$ cat src/nvt_ram.sv
// nvt_ram: generic single write port, single read port synchronous ram
// with registered read data; no dependencies
module nvt_ram #(
    parameter int WIDTH = 32,
    parameter int DEPTH = 64
) (
    input  logic                     aclk,
    input  logic                     we,
    input  logic [$clog2(DEPTH)-1:0] waddr,
    input  logic [WIDTH-1:0]         wdata,
    input  logic [$clog2(DEPTH)-1:0] raddr,
    output logic [WIDTH-1:0]         rdata
);

    logic [WIDTH-1:0] mem_reg [DEPTH];
    logic [WIDTH-1:0] rdata_reg;

    always_ff @(posedge aclk) begin
        if (we) begin
            mem_reg[waddr] <= wdata;
        end
        rdata_reg <= mem_reg[raddr];
    end

    assign rdata = rdata_reg;

endmodule

$ cat config.mk
export PLATFORM = sky130hd
export DESIGN_NAME = nvt_ram
export DESIGN_NICKNAME = d
export VERILOG_FILES = /design/src/nvt_ram.sv
export SDC_FILE = /design/constraint.sdc
export NUM_CORES = 2
export LEC_CHECK = 0
export BUFFER_PORTS_ARGS = -buffer_cell sky130_fd_sc_hd__clkbuf_2
export CAP_MARGIN = 5
export CORE_ASPECT_RATIO = 1.4
export CORE_MARGIN = 8
export CORE_UTILIZATION = 45
export DETAILED_ROUTE_END_ITERATION = 8
export PLACE_DENSITY = 0.64
export SLEW_MARGIN = 10
export SYNTH_ARGS = -nofsm -noshare
export SYNTH_HDL_FRONTEND = slang
export SYNTH_SLANG_ARGS = --single-unit
$ cat constraint.sdc
create_clock -name aclk -period 10.7 [get_ports aclk]
set_clock_uncertainty 0.05 [all_clocks]
set_input_delay 1.605 -clock aclk [delete_from_list [all_inputs] [get_ports aclk]]
set_output_delay 1.605 -clock aclk [all_outputs]
set_load 0.03 [all_outputs]
==> key figures <==
Status
  – Status: finished clean

Layout
  – Count of placed standard cells in the final layout, fillers left out: approximately 6000
  – Max reg flops: 2048
  – Share of the core filled with cells in the final layout: between 50 and 60%
  – Layout area overhead: 12.5%
  – Layout Cell Area excl Fill: 0.0883 mm^2
  – Net count of the finished layout: 3579
  – Share of layout cells above drive strength 1: between 20% and 30%

Detailed routing
  – DR pass1 iterations: 7
  – Routed via count: 36683
  – Aggregate routed wire length: about 200000 um
  – Post-DR wirelength/cell: 34.1 um
  – Post-DRT Antenna Nets: 0
  – DR vias/cell: between 6 and 7
  – Initial DRC count: between 4000 and 5000
  – Drt drc: 0

Clock network
  – Clock tree from TritonCTS: built
  – Buffers inserted during post-CTS setup optimization: 0
  – Resized cells post-CTS: 0
  – CTS clk-pin slew, worst paths: 0.06 ns
  – Number of buffers inserted for hold repair after clock tree synthesis: 0
  – Skew-Pair Late Insertion Delay: 0.80 ns
  – CTS Buf Count: 184
  – Root Driver: sky130_fd_sc_hd__clkbuf_16
  – Largest buffer count on any clock path: 3
  – Htree depth: 4
  – # clock sinks: 2080

Yosys
  – Gate Count Post-Synth: about 3300
  – Largest family of logic cells by synthesized area: multiplexers
  – Flops & latches, synth: 2080
  – Sequential share of the synthesized area: 79.1%
  – Share of cell area taken by muxes after synthesis: 16.8%
  – Synthesized-area fraction occupied by and/or/nand/nor cells: 1.27%
  – Avg Inst Size Synth: 23.6 um^2
  – Adder and majority gate portion of the synthesized area: 0%
  – Net count after synthesis: about 3400
  – Compound-cell area share of the yosys netlist: 1.67%
  – Unique masters post-synth: 34
  – Synthesized-area fraction occupied by xor and xnor cells: 0%
  – Netlist area before placement: just under 0.08 mm^2
  – Warnings, synthesis: 0

Worst setup path
  – Worst path max stage delay: about 0.76 ns
  – Critical-path top delay cell: sky130_fd_sc_hd__buf_4
  – Critical path data required time: 11.27 ns
  – Kind of start point of the critical path: primary input
  – Critical path data arrival time: 5.25 ns
  – Sort of element at the end of the critical path: flop
  – Count of buffer and inverter cells on the critical path: 3
  – Cells along the critical path: buf_8 > buf_12 > buf_4 > mux4_2 > mux2i_1 > nand3b_1 > a31oi_1 > nor2_1
  – Critical Setup Path Class: primary input to flop
  – Crit Path Max Fanout: just over 90
  – CP top delay family: buffers and inverters

Die
  – Overall die width: ~370 um
  – Vertical extent of the die: 510 um
  – Core Footprint: 0.173 mm^2
  – Floorplan die area: around 0.19 mm^2
  – Boundary pin count: 78
  – Initial standard-cell utilization of the core: 45.3%
  – Row count: 181

STA
  – Final worst path period need: approximately 4.7 ns
  – Worst Tran Pin Value: 1.25 ns
  – Hold violation total from the final report: 0
  – RSZ-0062 raised after global routing: no
  – Final setup violating endpoints: 0
  – Maximum clock rate: 0.214 GHz
  – Setup tns final: 0 ns
  – Final Cycle Share: 43.7%
  – Remaining max-slew budget at the tightest pin: roughly 17%
  – WHS: 0.695 ns
  – Number of pins with negative max-slew slack in the final report: 0

GRT
  – Total global-route track usage: 21.5%
  – Via count of the first global-routing pass: 37528
  – Wire length of the first global-routing pass: 285000 um
  – Largest net degree at the start of global routing: 99
  – Number of antenna violations at the first check in global routing: 16
  – Leftover overflow at the end of global routing: 0

Power and ir drop
  – Worst vdd ir: roughly 0.17 mV
  – Leakage power: 27.3 nW
  – Power density over the cells: 186 mW/mm^2

Placed design
  – Number of cells after detailed placement: 5632
  – Detailed placer's ending HPWL: 108000 um
  – Port bufs: 77
  – Post-DP Area: 0.0824 mm^2
  – Routability-driven placement congestion ratio: around 0.76

Min path
  – Classification of the worst-slack hold path: flop to flop

Job
  – Max-cap viol count: 0
[cell families (layout without fill, tap and decap cells)]
kind of cell | count (synthesis) | in the layout
DFF | 2080 | 2080
muxes | 637 | 637
and+or+nand+nor | 223 | 223
AOI/OAI and AO/OA | 202 | 202
buffers and inverters | 182 | 541
other | 0 | 10
[cells in the mapped netlist (all sizes together)]
cell / n / area, um^2
edfxtp: 2048 / 61500
mux4: 544 / 12300
nor2: 137 / 514
buf: 108 / 608
mux2i: 93 / 931
o22ai: 84 / 526
clkbuf: 74 / 278
a21oi: 62 / 310
dfxtp: 32 / 641
o221ai: 27 / 236
nand2: 26 / 97.6
nor2b: 15 / 93.8
a22oi: 12 / 90.1
a311oi: 8 / 70.1
nand2b: 8 / 50.1
nor3: 7 / 35.0
nand3: 5 / 25.0
nand3b: 5 / 37.5
or3b: 5 / 43.8
a41o: 4 / 40.0
and3: 4 / 25.0
o32ai: 4 / 35.0
or2: 3 / 18.8
or3: 3 / 18.8
and2: 2 / 12.5
nand4: 2 / 12.5
a31oi: 1 / 6.26
nand4b: 1 / 8.76
[placed cells by master (no fill, tap or decap), drive strengths merged, types with 8 or more instances in the layout]
cell    count
bufinv     14
mux4      544
o221ai     27
nand2      26
clkinv     60
mux2i      93
dfxtp      32
a311oi      8
inv         8
nand2b      8
a22oi      12
nor2      137
nor2b      15
buf       136
a21oi      62
clkbuf    321
diode      10
edfxtp   2048
o22ai      84
[per-stage QoR]
step	worst slack, ns	total power [mW]
6_report	6.02	16.4
5_1_grt	6.03	16.8
4_1_cts	6.06	16.5
3_5_place_dp	5.19	10.1
3_3_place_gp	5.14	10.1
2_1_floorplan	5.89	9.68
[metal layers]
metal  GRT usage (%)  wire length [um]  vias up
met5               0                57        -
met4            6.56              6410       10
met3            3.66             16200      311
met2            36.8            104000     1703
met1            28.3             77100    19995
li1                -                 -    14664
[worst register-to-register path: cells and delay by family, from the launching register on]
family | cells | cell delay (ns)
AO/OA/AOI/OAI | 1 | 0.61
multiplexers | 2 | 1.04
flip-flops | 1 | 0.36
AND/OR/NAND/NOR | 1 | 0.12
[power by group]
part           switching (mW)  internal (mW)
logic                   0.522          0.297
registers              0.0499           9.02
clock network            2.87           3.64
[area by class of cell]
class	instances	area [um^2]
fillers	13511	85100
flip-flops and latches	2080	62100
multi-input cells	1062	16000
clock buffers	252	5060
well taps	2287	2860
repair buffers	205	1500
clock inverters	84	798
diodes	10	25.0
[path summary, 6_finish.rpt]
| kind | startpoint | to | slack, ns | cells after the start |
|---|---|---|---|---|
| setup / recovery | raddr[2] | rdata[18] | 6.02 | 8 |
| setup reg to reg | mem_reg[19][29] | rdata[29] | 8.37 | 4 |
| hold / removal | mem_reg[28][17] | rdata[17] | 0.70 | 4 |
| hold reg to reg | mem_reg[28][17] | rdata[17] | 0.70 | 4 |
Power figures use the tool's default switching activity.
