<file path="config.mk">
export PLATFORM = sky130hd
export DESIGN_NAME = nvt_ctrl
export DESIGN_NICKNAME = d
export VERILOG_FILES = /design/src/nvt_pkg.sv /design/src/nvt_ctrl.sv
export SDC_FILE = /design/constraint.sdc
export NUM_CORES = 1
export LEC_CHECK = 0
export ABC_AREA = 0
export BUFFER_PORTS_ARGS = -buffer_cell sky130_fd_sc_hd__buf_2
export CAP_MARGIN = 20
export CORE_ASPECT_RATIO = 1.5
export CORE_UTILIZATION = 50
export CTS_CLUSTER_DIAMETER = 80
export DETAILED_ROUTE_END_ITERATION = 6
export PLACE_DENSITY = 0.8
export SLEW_MARGIN = 0
export SYNTH_ARGS = -nofsm -noshare
export SYNTH_HDL_FRONTEND = slang
export SYNTH_SLANG_ARGS = --single-unit
</file>
<file path="constraint.sdc">
create_clock -name aclk -period 4.8 [get_ports aclk]
set_input_delay 0.48 -clock aclk [delete_from_list [all_inputs] [get_ports aclk]]
set_output_delay 0.48 -clock aclk [all_outputs]
set_load 0.01 [all_outputs]
</file>
<file path="src/nvt_pkg.sv">
// nvt_pkg: shared sizes, payload types, ram control struct and name normalising function
// for the named variable table; no dependencies
package nvt_pkg;

    localparam int ENTRIES    = 64;
    localparam int NAME_BYTES = 7;
    localparam int NAME_W     = 8 * NAME_BYTES;
    localparam int VALUE_W    = 32;
    localparam int IDX_W      = $clog2(ENTRIES);
    localparam int CNT_W      = $clog2(ENTRIES + 1);

    typedef logic [NAME_W-1:0]         name_t;
    typedef logic signed [VALUE_W-1:0] value_t;
    typedef logic [IDX_W-1:0]          idx_t;
    typedef logic [CNT_W-1:0]          cnt_t;

    typedef enum logic {
        REQ_READ  = 1'b0,
        REQ_WRITE = 1'b1
    } req_type_t;

    typedef struct packed {
        req_type_t req_type;
        name_t     name;
        value_t    wval;
    } req_t;

    typedef struct packed {
        value_t read_value;
        logic   hit;
        logic   stored;
    } res_t;

    typedef struct packed {
        logic we;
        idx_t waddr;
        idx_t raddr;
    } ram_ctl_t;

    // name ends at its first zero byte
    function automatic name_t normalize_name(input name_t raw);
        name_t norm;
        logic  ended;
        norm  = '0;
        ended = 1'b0;
        for (int b = 0; b < NAME_BYTES; b++) begin
            if (raw[8*b +: 8] == 8'd0) begin
                ended = 1'b1;
            end
            if (!ended) begin
                norm[8*b +: 8] = raw[8*b +: 8];
            end
        end
        return norm;
    endfunction

endpackage

</file>
<file path="src/nvt_ctrl.sv">
// nvt_ctrl: lookup sequencer with slot valid flags; scans the name ram one entry per cycle,
// finds match and first free slot, then reads or writes the value ram (a read miss skips it); uses nvt_pkg
module nvt_ctrl import nvt_pkg::*; (
    input  logic     aclk,
    input  logic     aresetn,
    input  logic     req_valid,
    input  req_t     req,
    output logic     req_ready,
    input  logic     out_free,
    output logic     res_valid,
    output res_t     res,
    output ram_ctl_t name_ctl,
    output name_t    name_wdata,
    input  name_t    name_rdata,
    output ram_ctl_t value_ctl,
    output value_t   value_wdata,
    input  value_t   value_rdata
);

    typedef enum logic [3:0] {
        ST_IDLE  = 4'b0001,
        ST_SCAN  = 4'b0010,
        ST_FETCH = 4'b0100,
        ST_RESP  = 4'b1000
    } state_t;

    state_t               state_reg, state_next;
    logic [ENTRIES-1:0]   valid_reg, valid_next;
    logic                 pend_reg, pend_next;
    logic                 pend_valid_reg, pend_valid_next;
    idx_t                 pend_idx_reg, pend_idx_next;
    logic                 free_found_reg, free_found_next;
    idx_t                 free_idx_reg, free_idx_next;
    cnt_t                 cnt_reg, cnt_next;
    req_t                 req_reg, req_next;
    res_t                 res_reg, res_next;

    logic issue;
    idx_t cur_idx;
    logic cur_valid;
    logic match;

    always_comb begin
        state_next      = state_reg;
        valid_next      = valid_reg;
        pend_next       = pend_reg;
        pend_valid_next = pend_valid_reg;
        pend_idx_next   = pend_idx_reg;
        free_found_next = free_found_reg;
        free_idx_next   = free_idx_reg;
        cnt_next        = cnt_reg;
        req_next        = req_reg;
        res_next        = res_reg;

        issue     = (cnt_reg != CNT_W'(ENTRIES));
        cur_idx   = cnt_reg[IDX_W-1:0];
        cur_valid = valid_reg[cur_idx];
        match     = pend_reg && pend_valid_reg && (name_rdata == req_reg.name);

        name_ctl.we     = 1'b0;
        name_ctl.waddr  = free_idx_reg;
        name_ctl.raddr  = cur_idx;
        name_wdata      = req_reg.name;
        value_ctl.we    = 1'b0;
        value_ctl.waddr = free_idx_reg;
        value_ctl.raddr = pend_idx_reg;
        value_wdata     = req_reg.wval;

        req_ready = (state_reg == ST_IDLE);
        res_valid = 1'b0;
        res       = res_reg;

        case (state_reg)
            ST_IDLE: begin
                if (req_valid) begin
                    req_next        = req;
                    res_next        = '0;
                    cnt_next        = '0;
                    pend_next       = 1'b0;
                    free_found_next = 1'b0;
                    // empty name never matches
                    state_next      = (req.name == '0) ? ST_RESP : ST_SCAN;
                end
            end
            ST_SCAN: begin
                if (issue) begin
                    cnt_next        = cnt_reg + CNT_W'(1);
                    pend_next       = 1'b1;
                    pend_idx_next   = cur_idx;
                    pend_valid_next = cur_valid;
                    if (!cur_valid && !free_found_reg) begin
                        free_found_next = 1'b1;
                        free_idx_next   = cur_idx;
                    end
                end else begin
                    pend_next = 1'b0;
                end
                if (match) begin
                    res_next.hit = 1'b1;
                    if (req_reg.req_type == REQ_WRITE) begin
                        value_ctl.we    = 1'b1;
                        value_ctl.waddr = pend_idx_reg;
                        res_next.stored = 1'b1;
                        state_next      = ST_RESP;
                    end else begin
                        state_next = ST_FETCH;
                    end
                end else if (!issue && !pend_reg) begin
                    if (req_reg.req_type == REQ_WRITE && free_found_reg) begin
                        name_ctl.we             = 1'b1;
                        value_ctl.we            = 1'b1;
                        valid_next[free_idx_reg] = 1'b1;
                        res_next.stored         = 1'b1;
                    end
                    state_next = ST_RESP;
                end
            end
            ST_FETCH: begin
                res_next.read_value = value_rdata;
                state_next          = ST_RESP;
            end
            ST_RESP: begin
                if (out_free) begin
                    res_valid  = 1'b1;
                    state_next = ST_IDLE;
                end
            end
            default: begin
                state_next = ST_IDLE;
            end
        endcase
    end

    always_ff @(posedge aclk) begin
        if (!aresetn) begin
            state_reg      <= ST_IDLE;
            valid_reg      <= '0;
            pend_reg       <= 1'b0;
            free_found_reg <= 1'b0;
            cnt_reg        <= '0;
        end else begin
            state_reg      <= state_next;
            valid_reg      <= valid_next;
            pend_reg       <= pend_next;
            free_found_reg <= free_found_next;
            cnt_reg        <= cnt_next;
        end
    end

    always_ff @(posedge aclk) begin
        pend_valid_reg <= pend_valid_next;
        pend_idx_reg   <= pend_idx_next;
        free_idx_reg   <= free_idx_next;
        req_reg        <= req_next;
        res_reg        <= res_next;
    end

endmodule

</file>
==> qor.yml <==
clocking:
  clockBufferDepth: 3
  ctsResizeCount: 0
  clk_pin_slew_ns: 0.06
  numClockSinks: 213
  h-tree-depth: 1
  cts_tree: "built"
  postCtsHoldBufs: 0
  cts_buffers: 20
  insertion_delay_ns: 0.49
  cts_root_buf: "clkbuf_16"
  cts_setup_buffers: 0
sta:
  finalSetupViolations: 0
  finalHoldViolCount: 0
  worst_slew_pin_slew_ns: 1.06
  rsz0062_at_grt: "no"
  hold_slack_ns: 0.164
  setup_slack_ns: 1.17
  setup-tns-final_ns: 0
  fin_crit_sh_pct: 75.6
  fin_skew_ns: 0.0115
  fin_crit_ns: 3.63
  slew_violations: 0
  clock.fmax_ghz: 0.275
  slew_headroom_pct: 29.5
critical_path:
  end_kind: "output port"
  worst_ep_required_time_ns: 4.32
  startpoint_type: "register"
  critPathBufInv: 2
  critPathSlowestCell: "or4_1"
  path_cells: "inv_1 -> o22ai_1 -> or4_1 -> nor4bb_1 -> and3_1 -> nand2_1 -> mux2_2 -> buf_2"
  crit_arrival_ns: 3.15
  reg2reg_depth: 7
  cp_top_family: "simple AND/OR/NAND/NOR gates"
  r2r_end: "free_idx_reg[5]"
  rrSetupSlack_ns: 1.61
  rr_startpoint: "cnt_reg[1]"
  crit_type: "reg -> out"
  crit_path_max_fanout: 6
  max_stage_delay_ns: 0.55
synth:
  synthArstFlopShare_pct: 0
  synth_area_leaders: "edfxtp_1 44%, dfxtp_1 17%, buf_4 7.6%"
  synth_nets: 877
  syn_inst: 694
  netlist_top_cells_count: "136 x edfxtp_1, 94 x buf_4, 77 x dfxtp_1"
  synth_area_sq_mm: 0.00926
  synth_top_area_share_pct: 44.1
  yosysMostFrequentCell: "edfxtp_1"
  synth_ff_type: "edfxtp_1"
  synth_area_per_cell_sq_um: 13.3
  yosys_warnings: 0
  yosysUniqueCellTypes: 55
  synth-seq-cells: 213
  yosysSeqAreaShare_pct: 60.8
  yosysTopAreaCell: "edfxtp_1"
  synth_edf_count: 136
cells_and_area:
  layout-drive-gt1-share_pct: 42.4
  nFillCells: 1429
  area_growth_pct: 19.1
  nets: 1113
  instances_no_fill: 1161
  largest_reg_flops: 64
  final_util_pct: 61.2
route:
  vias_per_cell: 5.62
  ant_nets: 0
  wire_per_inst_microns: 21.8
  route.detailed.drc: 0
  drt_iter0_markers: 599
  num_vias: 6525
  drt_pass1_iterations: 5
  routed_wl_microns: 25300
place:
  place.gp.congestion: 0.929
  dp_cells: 1125
  dpl_worst_slack_ns: 1.63
  io_buffers: 330
  place_hpwl_microns: 19200
global_routing:
  grt-ovfl-total: 0
  grt_max_degree: 65
  grt_pass1_wl_microns: 36900
  grt_pass1_vias: 6332
  track_usage_pct: 25.9
  grt_use_met1_pct: 29.8
  grt_use_met2_pct: 46.1
  grt_util_met3_pct: 6.30
  antenna_found_initial: 6
  busiest_layer: "met2"
die:
  pin_count: 331
  initial_core_util_pct: 51.4
  die_y_microns: 169
  die_w_microns: 113
  die-area_sq_mm: 0.0191
  placeableCoreArea_sq_mm: 0.0180
  num_rows: 60
power_and_ir_drop:
  peakVddDrop_v: 0.000283
  power.density_mw_per_mm2: 361
  p_leak_uw: 0.00455
min_path:
  hold_end: "value_wdata[31]"
  hold_start: "req[31]"
  hold_depth: 1
  hp-class: "in -> reg"
run:
  maxCapViolations: 0
status:
  status: "finished, final reports clean"
==> worst register-to-register path, cell delays in order, from the launching register on <==
cell	delay, ns
dfxtp_1	1.02
buf_4	0.33
mux4_2	0.33
mux2i_1	0.16
nand2_1	0.07
o21ai_0	0.14
o21ai_0	0.15
nor3_1	0.63
==> worst max path at each step <==
stage                    endpoint            from  depth (start not counted)
finish               value_ctl[9]   name_wdata[1]                          8
global route        value_ctl[11]   name_wdata[1]                          8
CTS                  value_ctl[9]   name_wdata[1]                          8
detailed placement   value_ctl[9]  name_rdata[17]                          9
global placement    value_ctl[11]   name_rdata[2]                          9
floorplan           name_wdata[0]    state_reg[1]                          4
==> final cells by class <==
class	count	area [sq um]	share of cell area, %
flip-flops and latches	213	5630	51.0
multi-input cells	338	2730	24.8
repair buffers	337	1700	15.5
clock buffers	25	562	5.10
well taps	217	272	2.46
inverters	20	81.3	0.738
clock inverters	8	41.3	0.375
diodes	3	7.51	0.0681
==> metrics by stage <==
| stage | total power [uW] | instance area [sq um] |
|---|---|---|
| floorplan | 2390 | 9260 |
| global placement | 2530 | 10400 |
| detailed placement | 2540 | 10400 |
| CTS | 4000 | 11000 |
| global route | 4110 | 11000 |
| finish | 3980 | 11000 |
==> metal layers <==
layer	part of all wire (%)	vias to the layer above	wire [microns]
met1	36	3208	9010
met5	0.17	-	42
met2	52	300	13200
met3	8.8	49	2220
li1	-	2962	-
met4	3.3	6	829
==> logic make-up (layout without fill, tap and decap cells) <==
family,after synthesis,in the layout,share of synthesized area (%)
flip-flops,213,213,60.8
buffers and inverters,143,390,9.79
XOR/XNOR,48,48,4.54
multiplexers,28,28,5.15
AO/OA/AOI/OAI,102,102,8.69
adder cells (fa/ha/maj),2,2,0.270
other,0,3,0
AND/OR/NAND/NOR,158,158,10.8
==> report_power, final <==
part	total [uW]	switching [uW]	internal [uW]
Sequential	2120	54.9	2060
Clock	1480	652	828
Combinational	385	230	155
Total	3980	937	3040
==> layout by cell type (no fill, tap or decap), types with 8 or more instances in the layout <==
cell,instances
nor3_1,8
nor2_1,14
inv_1,18
nand4_1,11
buf_2,330
clkbuf_16,22
o21ai_0,8
a22o_1,66
nand2_1,23
dfxtp_1,77
nor4_1,25
edfxtp_1,136
mux4_2,15
and2_1,35
nand3_1,10
xor2_1,43
Note: power is estimated with default switching activity, not from simulation.
